File: config.mk
export PLATFORM = sky130hd
export DESIGN_NAME = tli_ctrl_flat
export DESIGN_NICKNAME = d
export VERILOG_FILES = /design/src/rtl/tli_pkg.sv /design/src/rtl/tli_if.sv /design/src/rtl/tli_ctrl.sv /design/src/flat_wrapper.sv
export VERILOG_INCLUDE_DIRS = /design/src /design/src/rtl
export SDC_FILE = /design/constraint.sdc
export NUM_CORES = 1
export LEC_CHECK = 0
export BUFFER_PORTS_ARGS = -buffer_cell sky130_fd_sc_hd__buf_2
export CORE_MARGIN = 2
export CORE_UTILIZATION = 30
export DETAILED_ROUTE_END_ITERATION = 16
export PLACE_DENSITY = 0.51
export SYNTH_ARGS = -nofsm -noshare
export SYNTH_HDL_FRONTEND = slang
export SYNTH_SLANG_ARGS = --single-unit
export TNS_END_PERCENT = 100
File: constraint.sdc
create_clock -name clk -period 2 [get_ports clk]
set_input_delay 0.4 -clock clk [delete_from_list [all_inputs] [get_ports clk]]
set_output_delay 0.4 -clock clk [all_outputs]
set_load 0.02 [all_outputs]
File: src/rtl/assert_macros.svh
// assertion macros for the rtl
`ifndef ASSERT_MACROS_SVH
`define ASSERT_MACROS_SVH
`ifndef NO_ASSERTIONS
`define ASSERT_CLK(label, clk, rst_n, prop, msg) \
    label: assert property (@(posedge clk) disable iff (!rst_n) prop) else $error(msg);
`define ASSERT_CLK_NR(label, clk, prop, msg) \
    label: assert property (@(posedge clk) prop) else $error(msg);
`else
`define ASSERT_CLK(label, clk, rst_n, prop, msg)
`define ASSERT_CLK_NR(label, clk, prop, msg)
`endif
`endif

File: src/rtl/tli_pkg.sv
`timescale 1ns / 1ps
package tli_pkg;

    localparam logic [1:0] CMD_CLEAR  = 2'd0;
    localparam logic [1:0] CMD_LOAD   = 2'd1;
    localparam logic [1:0] CMD_RUN    = 2'd2;
    localparam logic [1:0] CMD_SUPPLY = 2'd3;

    localparam logic [2:0] OP_RIGHT = 3'd0;
    localparam logic [2:0] OP_LEFT  = 3'd1;
    localparam logic [2:0] OP_INC   = 3'd2;
    localparam logic [2:0] OP_DEC   = 3'd3;
    localparam logic [2:0] OP_OUT   = 3'd4;
    localparam logic [2:0] OP_IN    = 3'd5;
    localparam logic [2:0] OP_OPEN  = 3'd6;
    localparam logic [2:0] OP_CLOSE = 3'd7;

    localparam logic [3:0] ST_OK        = 4'd0;
    localparam logic [3:0] ST_OUTPUT    = 4'd1;
    localparam logic [3:0] ST_NEED      = 4'd2;
    localparam logic [3:0] ST_DONE      = 4'd3;
    localparam logic [3:0] ST_UNDER     = 4'd4;
    localparam logic [3:0] ST_UNMATCHED = 4'd5;
    localparam logic [3:0] ST_OVER      = 4'd6;
    localparam logic [3:0] ST_LOOPFULL  = 4'd7;
    localparam logic [3:0] ST_FULL      = 4'd8;
    localparam logic [3:0] ST_BUDGET    = 4'd9;

    localparam logic [1:0] MODE_READY = 2'd0;
    localparam logic [1:0] MODE_WAIT  = 2'd1;
    localparam logic [1:0] MODE_HALT  = 2'd2;

    localparam logic [31:0] BUDGET_RESET = 32'd65535;

    // controller to datapath
    typedef struct packed {
        logic clear_start;  // begin tape clear sweep, reset pointers
        logic clear_step;   // write zero at sweep address
        logic load;         // append symbol
        logic fetch;        // read program and tape at current pointers
        logic exec;         // execute fetched op
        logic skip_start;   // enter skip mode
        logic skip_step;    // consume one symbol of a skip
        logic supply;       // write byte to cell, advance pc
        logic budget_clr;
    } tli_cmd_t;

    // datapath to controller
    typedef struct packed {
        logic       clear_done;
        logic       at_end;
        logic       budget_out;
        logic [2:0] op;
        logic       cell_zero;
        logic       at_right;
        logic       at_left;
        logic       stack_empty;
        logic       stack_full;
        logic       skip_done;
        logic       full;
    } tli_stat_t;

    function automatic logic [3:0] sym_code(input logic [7:0] c);
        case (c)
            8'h3E: sym_code = {1'b1, OP_RIGHT};
            8'h3C: sym_code = {1'b1, OP_LEFT};
            8'h2B: sym_code = {1'b1, OP_INC};
            8'h2D: sym_code = {1'b1, OP_DEC};
            8'h2E: sym_code = {1'b1, OP_OUT};
            8'h2C: sym_code = {1'b1, OP_IN};
            8'h5B: sym_code = {1'b1, OP_OPEN};
            8'h5D: sym_code = {1'b1, OP_CLOSE};
            default: sym_code = 4'd0;
        endcase
    endfunction

endpackage

File: src/rtl/tli_if.sv
`timescale 1ns / 1ps
interface tli_in_if;
    logic       valid;
    logic       ready;
    logic [1:0] cmd;
    logic [7:0] data_byte;
    modport source (output valid, cmd, data_byte, input ready);
    modport sink (input valid, cmd, data_byte, output ready);
endinterface

interface tli_out_if;
    logic       valid;
    logic       ready;
    logic [7:0] out_byte;
    logic [3:0] status;
    modport source (output valid, out_byte, status, input ready);
    modport sink (input valid, out_byte, status, output ready);
endinterface


File: src/rtl/tli_ctrl.sv
`timescale 1ns / 1ps
`include "assert_macros.svh"
module tli_ctrl (
    input  logic               clk,
    input  logic               rst_n,
    tli_in_if.sink             in_ch,
    tli_out_if.source          out_ch,
    input  tli_pkg::tli_stat_t stat,
    input  logic [7:0]         cell_value,
    output tli_pkg::tli_cmd_t  ctl,
    output logic [7:0]         data_byte
);
    import tli_pkg::*;

    localparam logic [2:0] S_RESET = 3'd0;
    localparam logic [2:0] S_IDLE  = 3'd1;
    localparam logic [2:0] S_CLEAR = 3'd2;
    localparam logic [2:0] S_CHECK = 3'd3;
    localparam logic [2:0] S_EXEC  = 3'd4;
    localparam logic [2:0] S_SKIPF = 3'd5;
    localparam logic [2:0] S_SKIP  = 3'd6;
    localparam logic [2:0] S_OUT   = 3'd7;

    logic [2:0] state_reg, state_next;
    logic [1:0] mode_reg, mode_next;
    logic [3:0] halt_reg, halt_next;
    logic [3:0] st_reg, st_next;
    logic [7:0] ob_reg, ob_next;
    logic       accept;

    assign accept = in_ch.valid && in_ch.ready;
    assign in_ch.ready = state_reg == S_IDLE;
    assign out_ch.valid = state_reg == S_OUT;
    assign out_ch.status = st_reg;
    assign out_ch.out_byte = ob_reg;
    assign data_byte = in_ch.data_byte;

    always_comb
    begin
        state_next = state_reg;
        mode_next = mode_reg;
        halt_next = halt_reg;
        st_next = st_reg;
        ob_next = ob_reg;
        ctl = '0;
        case (state_reg)
            S_RESET:
            begin
                ctl.clear_step = 1'b1;
                if (stat.clear_done)
                    state_next = S_IDLE;
            end
            S_IDLE:
            begin
                if (accept)
                begin
                    st_next = ST_OK;
                    ob_next = 8'd0;
                    state_next = S_OUT;
                    if (in_ch.cmd == CMD_CLEAR)
                    begin
                        ctl.clear_start = 1'b1;
                        mode_next = MODE_READY;
                        halt_next = ST_OK;
                        state_next = S_CLEAR;
                    end
                    else if (mode_reg == MODE_HALT)
                        st_next = halt_reg;
                    else if (in_ch.cmd == CMD_LOAD)
                    begin
                        if (sym_code(in_ch.data_byte) != 4'd0 && stat.full)
                        begin
                            st_next = ST_FULL;
                            mode_next = MODE_HALT;
                            halt_next = ST_FULL;
                        end
                        else
                            ctl.load = 1'b1;
                    end
                    else if (in_ch.cmd == CMD_RUN)
                    begin
                        if (mode_reg == MODE_WAIT)
                            st_next = ST_NEED;
                        else
                        begin
                            ctl.budget_clr = 1'b1;
                            state_next = S_CHECK;
                        end
                    end
                    else if (mode_reg == MODE_WAIT)
                    begin
                        ctl.supply = 1'b1;
                        ctl.budget_clr = 1'b1;
                        mode_next = MODE_READY;
                        state_next = S_CHECK;
                    end
                end
            end
            S_CLEAR:
            begin
                ctl.clear_step = 1'b1;
                if (stat.clear_done)
                    state_next = S_OUT;
            end
            S_CHECK:
            begin
                if (stat.at_end)
                begin
                    st_next = ST_DONE;
                    state_next = S_OUT;
                end
                else if (stat.budget_out)
                begin
                    st_next = ST_BUDGET;
                    state_next = S_OUT;
                end
                else
                begin
                    ctl.fetch = 1'b1;
                    state_next = S_EXEC;
                end
            end
            S_EXEC:
            begin
                state_next = S_CHECK;
                case (stat.op)
                    OP_RIGHT:
                        if (stat.at_right)
                        begin
                            st_next = ST_OVER;
                            state_next = S_OUT;
                        end
                    OP_LEFT:
                        if (stat.at_left)
                        begin
                            st_next = ST_UNDER;
                            state_next = S_OUT;
                        end
                    OP_OUT:
                    begin
                        st_next = ST_OUTPUT;
                        ob_next = cell_value;
                        state_next = S_OUT;
                    end
                    OP_IN:
                    begin
                        st_next = ST_NEED;
                        mode_next = MODE_WAIT;
                        state_next = S_OUT;
                    end
                    OP_OPEN:
                        if (!stat.cell_zero && stat.stack_full)
                        begin
                            st_next = ST_LOOPFULL;
                            state_next = S_OUT;
                        end
                        else if (stat.cell_zero)
                            state_next = S_SKIPF;
                    OP_CLOSE:
                        if (stat.stack_empty)
                        begin
                            st_next = ST_UNMATCHED;
                            state_next = S_OUT;
                        end
                    default: state_next = S_CHECK;
                endcase
                if (st_next >= ST_UNDER && st_next <= ST_LOOPFULL)
                begin
                    mode_next = MODE_HALT;
                    halt_next = st_next;
                end
                else if (state_next == S_SKIPF)
                    ctl.skip_start = 1'b1;
                else if (stat.op != OP_IN)
                    ctl.exec = 1'b1;
                if (state_next == S_SKIPF)
                    ctl.exec = 1'b1;
            end
            S_SKIPF:
            begin
                // pc past the '[', depth one
                if (stat.at_end || stat.skip_done)
                    state_next = S_CHECK;
                else
                begin
                    ctl.fetch = 1'b1;
                    state_next = S_SKIP;
                end
            end
            S_SKIP:
            begin
                ctl.skip_step = 1'b1;
                state_next = S_SKIPF;
            end
            S_OUT:
                if (out_ch.ready)
                    state_next = S_IDLE;
            default: state_next = S_IDLE;
        endcase
    end

    always_ff @(posedge clk or negedge rst_n)
    begin
        if (!rst_n)
        begin
            state_reg <= S_RESET;
            mode_reg <= MODE_READY;
            halt_reg <= ST_OK;
            st_reg <= ST_OK;
            ob_reg <= 8'd0;
        end
        else
        begin
            state_reg <= state_next;
            mode_reg <= mode_next;
            halt_reg <= halt_next;
            st_reg <= st_next;
            ob_reg <= ob_next;
        end
    end

    `ASSERT_CLK(a_out_byte_zero, clk, rst_n, (out_ch.valid && out_ch.status != ST_OUTPUT) |-> (out_ch.out_byte == 8'd0), "out_byte nonzero without output status")
    `ASSERT_CLK(a_no_overlap, clk, rst_n, !(in_ch.ready && out_ch.valid), "input taken while result pending")
    `ASSERT_CLK(a_halt_code, clk, rst_n, (mode_reg == MODE_HALT) |-> (halt_reg >= ST_UNDER && halt_reg <= ST_FULL), "halt without error code")
    `ASSERT_CLK(a_status_range, clk, rst_n, out_ch.valid |-> (out_ch.status <= ST_BUDGET), "status out of range")
endmodule

File: src/flat_wrapper.sv
// flat-port wrapper written by rule: the top's interface ports become plain ports
module tli_ctrl_flat import tli_pkg::*;
  (clk, rst_n, stat, cell_value, ctl, data_byte, in_ch_valid, in_ch_cmd, in_ch_data_byte, in_ch_ready, out_ch_valid, out_ch_out_byte, out_ch_status, out_ch_ready);
  tli_in_if in_ch_i ();
  tli_out_if out_ch_i ();
  input  logic clk;
  input  logic rst_n;
  input  tli_pkg::tli_stat_t stat;
  input  logic [7:0] cell_value;
  output tli_pkg::tli_cmd_t ctl;
  output logic [7:0] data_byte;
  input wire logic [$bits(in_ch_i.valid)-1:0] in_ch_valid;
  input wire logic [$bits(in_ch_i.cmd)-1:0] in_ch_cmd;
  input wire logic [$bits(in_ch_i.data_byte)-1:0] in_ch_data_byte;
  output wire logic [$bits(in_ch_i.ready)-1:0] in_ch_ready;
  output wire logic [$bits(out_ch_i.valid)-1:0] out_ch_valid;
  output wire logic [$bits(out_ch_i.out_byte)-1:0] out_ch_out_byte;
  output wire logic [$bits(out_ch_i.status)-1:0] out_ch_status;
  input wire logic [$bits(out_ch_i.ready)-1:0] out_ch_ready;
  assign in_ch_i.valid = in_ch_valid;
  assign in_ch_i.cmd = in_ch_cmd;
  assign in_ch_i.data_byte = in_ch_data_byte;
  assign in_ch_ready = in_ch_i.ready;
  assign out_ch_valid = out_ch_i.valid;
  assign out_ch_out_byte = out_ch_i.out_byte;
  assign out_ch_status = out_ch_i.status;
  assign out_ch_i.ready = out_ch_ready;
  tli_ctrl u_core (.clk(clk), .rst_n(rst_n), .in_ch(in_ch_i), .out_ch(out_ch_i), .stat(stat), .cell_value(cell_value), .ctl(ctl), .data_byte(data_byte));
endmodule
==> impl_metrics.env <==
export IMPL_holdWs_ns=0.0851
export IMPL_n_antenna_cell=0
export IMPL_ys_warn_count=0
export IMPL_design_die_area_mm2=0.00637
export IMPL_layout_setup_ws_ns=-0.0542
export IMPL_cp_end_kind="primary output"
export IMPL_fin_crit_sh=1.03
export IMPL_pre_cts_ws_ns=-0.0723
export IMPL_reg2reg_to="u_core.halt_reg[1]"
export IMPL_netlist_instances=212
export IMPL_r2r_slack_ns=0.11
export IMPL_wl_per_cell_um=13.8
export IMPL_drv_slew=0
export IMPL_hold_viol=0
export IMPL_cp_start_kind="register"
export IMPL_ys_types=55
export IMPL_maxCapViolCount=0
export IMPL_drt_first_pass_iters=4
export IMPL_power_density_mw_per_mm2=1160
export IMPL_ff2ff_path_depth=8
export IMPL_ctsHtreeMaxLevel=1
export IMPL_drt_iter0_markers=51
export IMPL_critPathArrivalTime_ns=1.65
export IMPL_grt_total_usage=0.150
export IMPL_dp_cells=353
export IMPL_finalSetupTns_ns=-0.0618
export IMPL_slew_headroom=0.444
export IMPL_vias=1845
export IMPL_setup_viol=2
export IMPL_grt_overflow_total=0
export IMPL_viasPerCell=5.07
export IMPL_crit_required_ns=1.60
export IMPL_core_mm2=0.00554
export IMPL_nNetsFinal=330
export IMPL_cts_buffers_inserted=3
export IMPL_cts_tree="done"
export IMPL_vdd_drop_max_v=0.000504
export IMPL_fin_crit_ns=2.05
export IMPL_holdBufCountCts=0
export IMPL_dieHeight_um=79.8
export IMPL_fillCellCount=595
export IMPL_worstSetupPathType="reg -> out"
export IMPL_seq_area_frac_synth=0.305
export IMPL_ioPinCount=66
export IMPL_worst_pin_slew_ns=0.827
export IMPL_path_max_fanout=4
export IMPL_io_buffers=65
export IMPL_syn_cell_area_mm2=0.00172
export IMPL_rsz0062_at_grt="yes"
export IMPL_final_cells=364
export IMPL_clockRootBuffer="clkbuf_8"
export IMPL_syn_num_nets=249
export IMPL_mostFrequentLayoutCell="buf_2"
export IMPL_grt_max_degree=22
export IMPL_clk_pin_slew_ns=0.08
export IMPL_area_delta_synth_final_pct=37.3
export IMPL_totalWireLength_um=5020
export IMPL_start_util=0.311
export IMPL_postRouteAntennaNets=0
export IMPL_synth_flop_cell="dfrtp_1"
export IMPL_synth_edff_count=0
export IMPL_hpwl_um=3870
export IMPL_outcome="complete, but fails checks"
export IMPL_hold_path_class="in -> async"
export IMPL_power_leakage_nw=1.12
export IMPL_placementRows=27
export IMPL_grt_pass1_vias=1678
export IMPL_fp_dieW_um=79.8
export IMPL_cts_sinks=21
export IMPL_clockBufferDepth=2
export IMPL_timing_rr_start="u_core.out_ch.status[2]"
export IMPL_avgSynthCellArea_um2=8.13
export IMPL_violations="setup timing"
export IMPL_final_cell_mix="buf_2, buf_4, nor2_1"
export IMPL_grt_pass1_wl_um=7780
export IMPL_fin_skew_ns=0.00204
export IMPL_ys_ff_latch=21
export IMPL_startpoint="u_core.out_ch.status[2]"
export IMPL_drive_gt1_frac=0.428
export IMPL_fin_total_pwr_mw=2.74
export IMPL_finalWeightedCongestion=0.820
export IMPL_antenna_found_initial=0
export IMPL_largest_reg_flops=8
export IMPL_clock_latency_ns=0.25
export IMPL_drc_errors=0
export IMPL_synthArstFlopShare=1.00
export IMPL_max_freq_ghz=0.487
-- cell families (layout without fill, tap and decap cells) --
group / count (synthesis) / after routing / synth area share
mux: 3 / 3 / 0.0239
simple gates: 91 / 91 / 0.294
compound gates: 69 / 69 / 0.274
buf+inv: 26 / 106 / 0.0893
flops: 21 / 21 / 0.305
fa+ha+maj: 2 / 2 / 0.0145
-- cell type report --
type | count | area, um^2 | area share
Multi-Input combinational cell | 165 | 1110 | 0.468
Timing Repair Buffer | 93 | 561 | 0.237
Inverter | 9 | 33.8 | 0.0143
Clock inverter | 1 | 5.00 | 0.00211
Clock buffer | 3 | 41.3 | 0.0174
Tap cell | 72 | 90.1 | 0.0381
Sequential cell | 21 | 528 | 0.223
-- metal layers --
metal  up-vias  wire length (um)  global-route usage
met1       859              2370               0.213
met4         0                37              0.0407
met5         -                 0                   0
li1        931                 -                   -
met2        51              2400               0.246
met3         4               206              0.0102
-- synth_stat cells, types with 3 or more instances --
cell type	count	area [um^2]
o211ai_1	3	22.5
inv_1	7	26.3
nor2_1	25	93.8
nand3b_1	4	30.0
a22o_1	8	70.1
a31oi_1	5	31.3
o21ai_0	9	45.0
nor3_1	11	55.1
o22ai_1	3	18.8
buf_6	3	33.8
dfrtp_1	21	526
clkbuf_1	5	18.8
nand2_1	17	63.8
buf_4	8	60.1
a21oi_1	16	80.1
o21ai_1	4	20.0
nor2b_1	8	50.1
nand3_1	3	15.0
a211oi_1	3	22.5
nand2b_1	6	37.5
-- power breakdown --
part | internal, mW | total (mW) | switching (mW)
registers | 0.591 | 0.738 | 0.148
logic | 0.759 | 1.73 | 0.969
clock network | 0.138 | 0.275 | 0.137
-- critical path, cell delays in order (launching register included) --
cell and delay (ns):
dfrtp_2 0.45, nor4b_4 0.28, a31oi_4 0.05, a32oi_2 0.22, a21oi_2 0.11, o22ai_1 0.13, buf_4 0.17
-- how the worst max path moves through the flow --
stage | slack [ns] | cells past startpoint | to
global route | -0.17 | 6 | ctl[4]
finish | -0.05 | 6 | ctl[4]
CTS | -0.09 | 6 | ctl[4]
global placement | -0.08 | 8 | u_core.halt_reg[1]
detailed placement | -0.07 | 8 | u_core.halt_reg[1]
floorplan | -0.007 | 3 | ctl[6]
-- timing repair --
item                       CTS  global route
gates resized for setup      6            17
buffers inserted             2             4
gates cloned                 0             1
setup endpoints to repair    4             7
pin swaps                    4             6
-- stage by stage --
stage                     utilization  cell area (um^2)
after global routing            0.427              2370
after global placement          0.393              2180
after detailed placement        0.393              2180
after CTS                       0.408              2260
after floorplan                     -              1720
final                           0.427              2370
(Power assumes the default switching activity.)
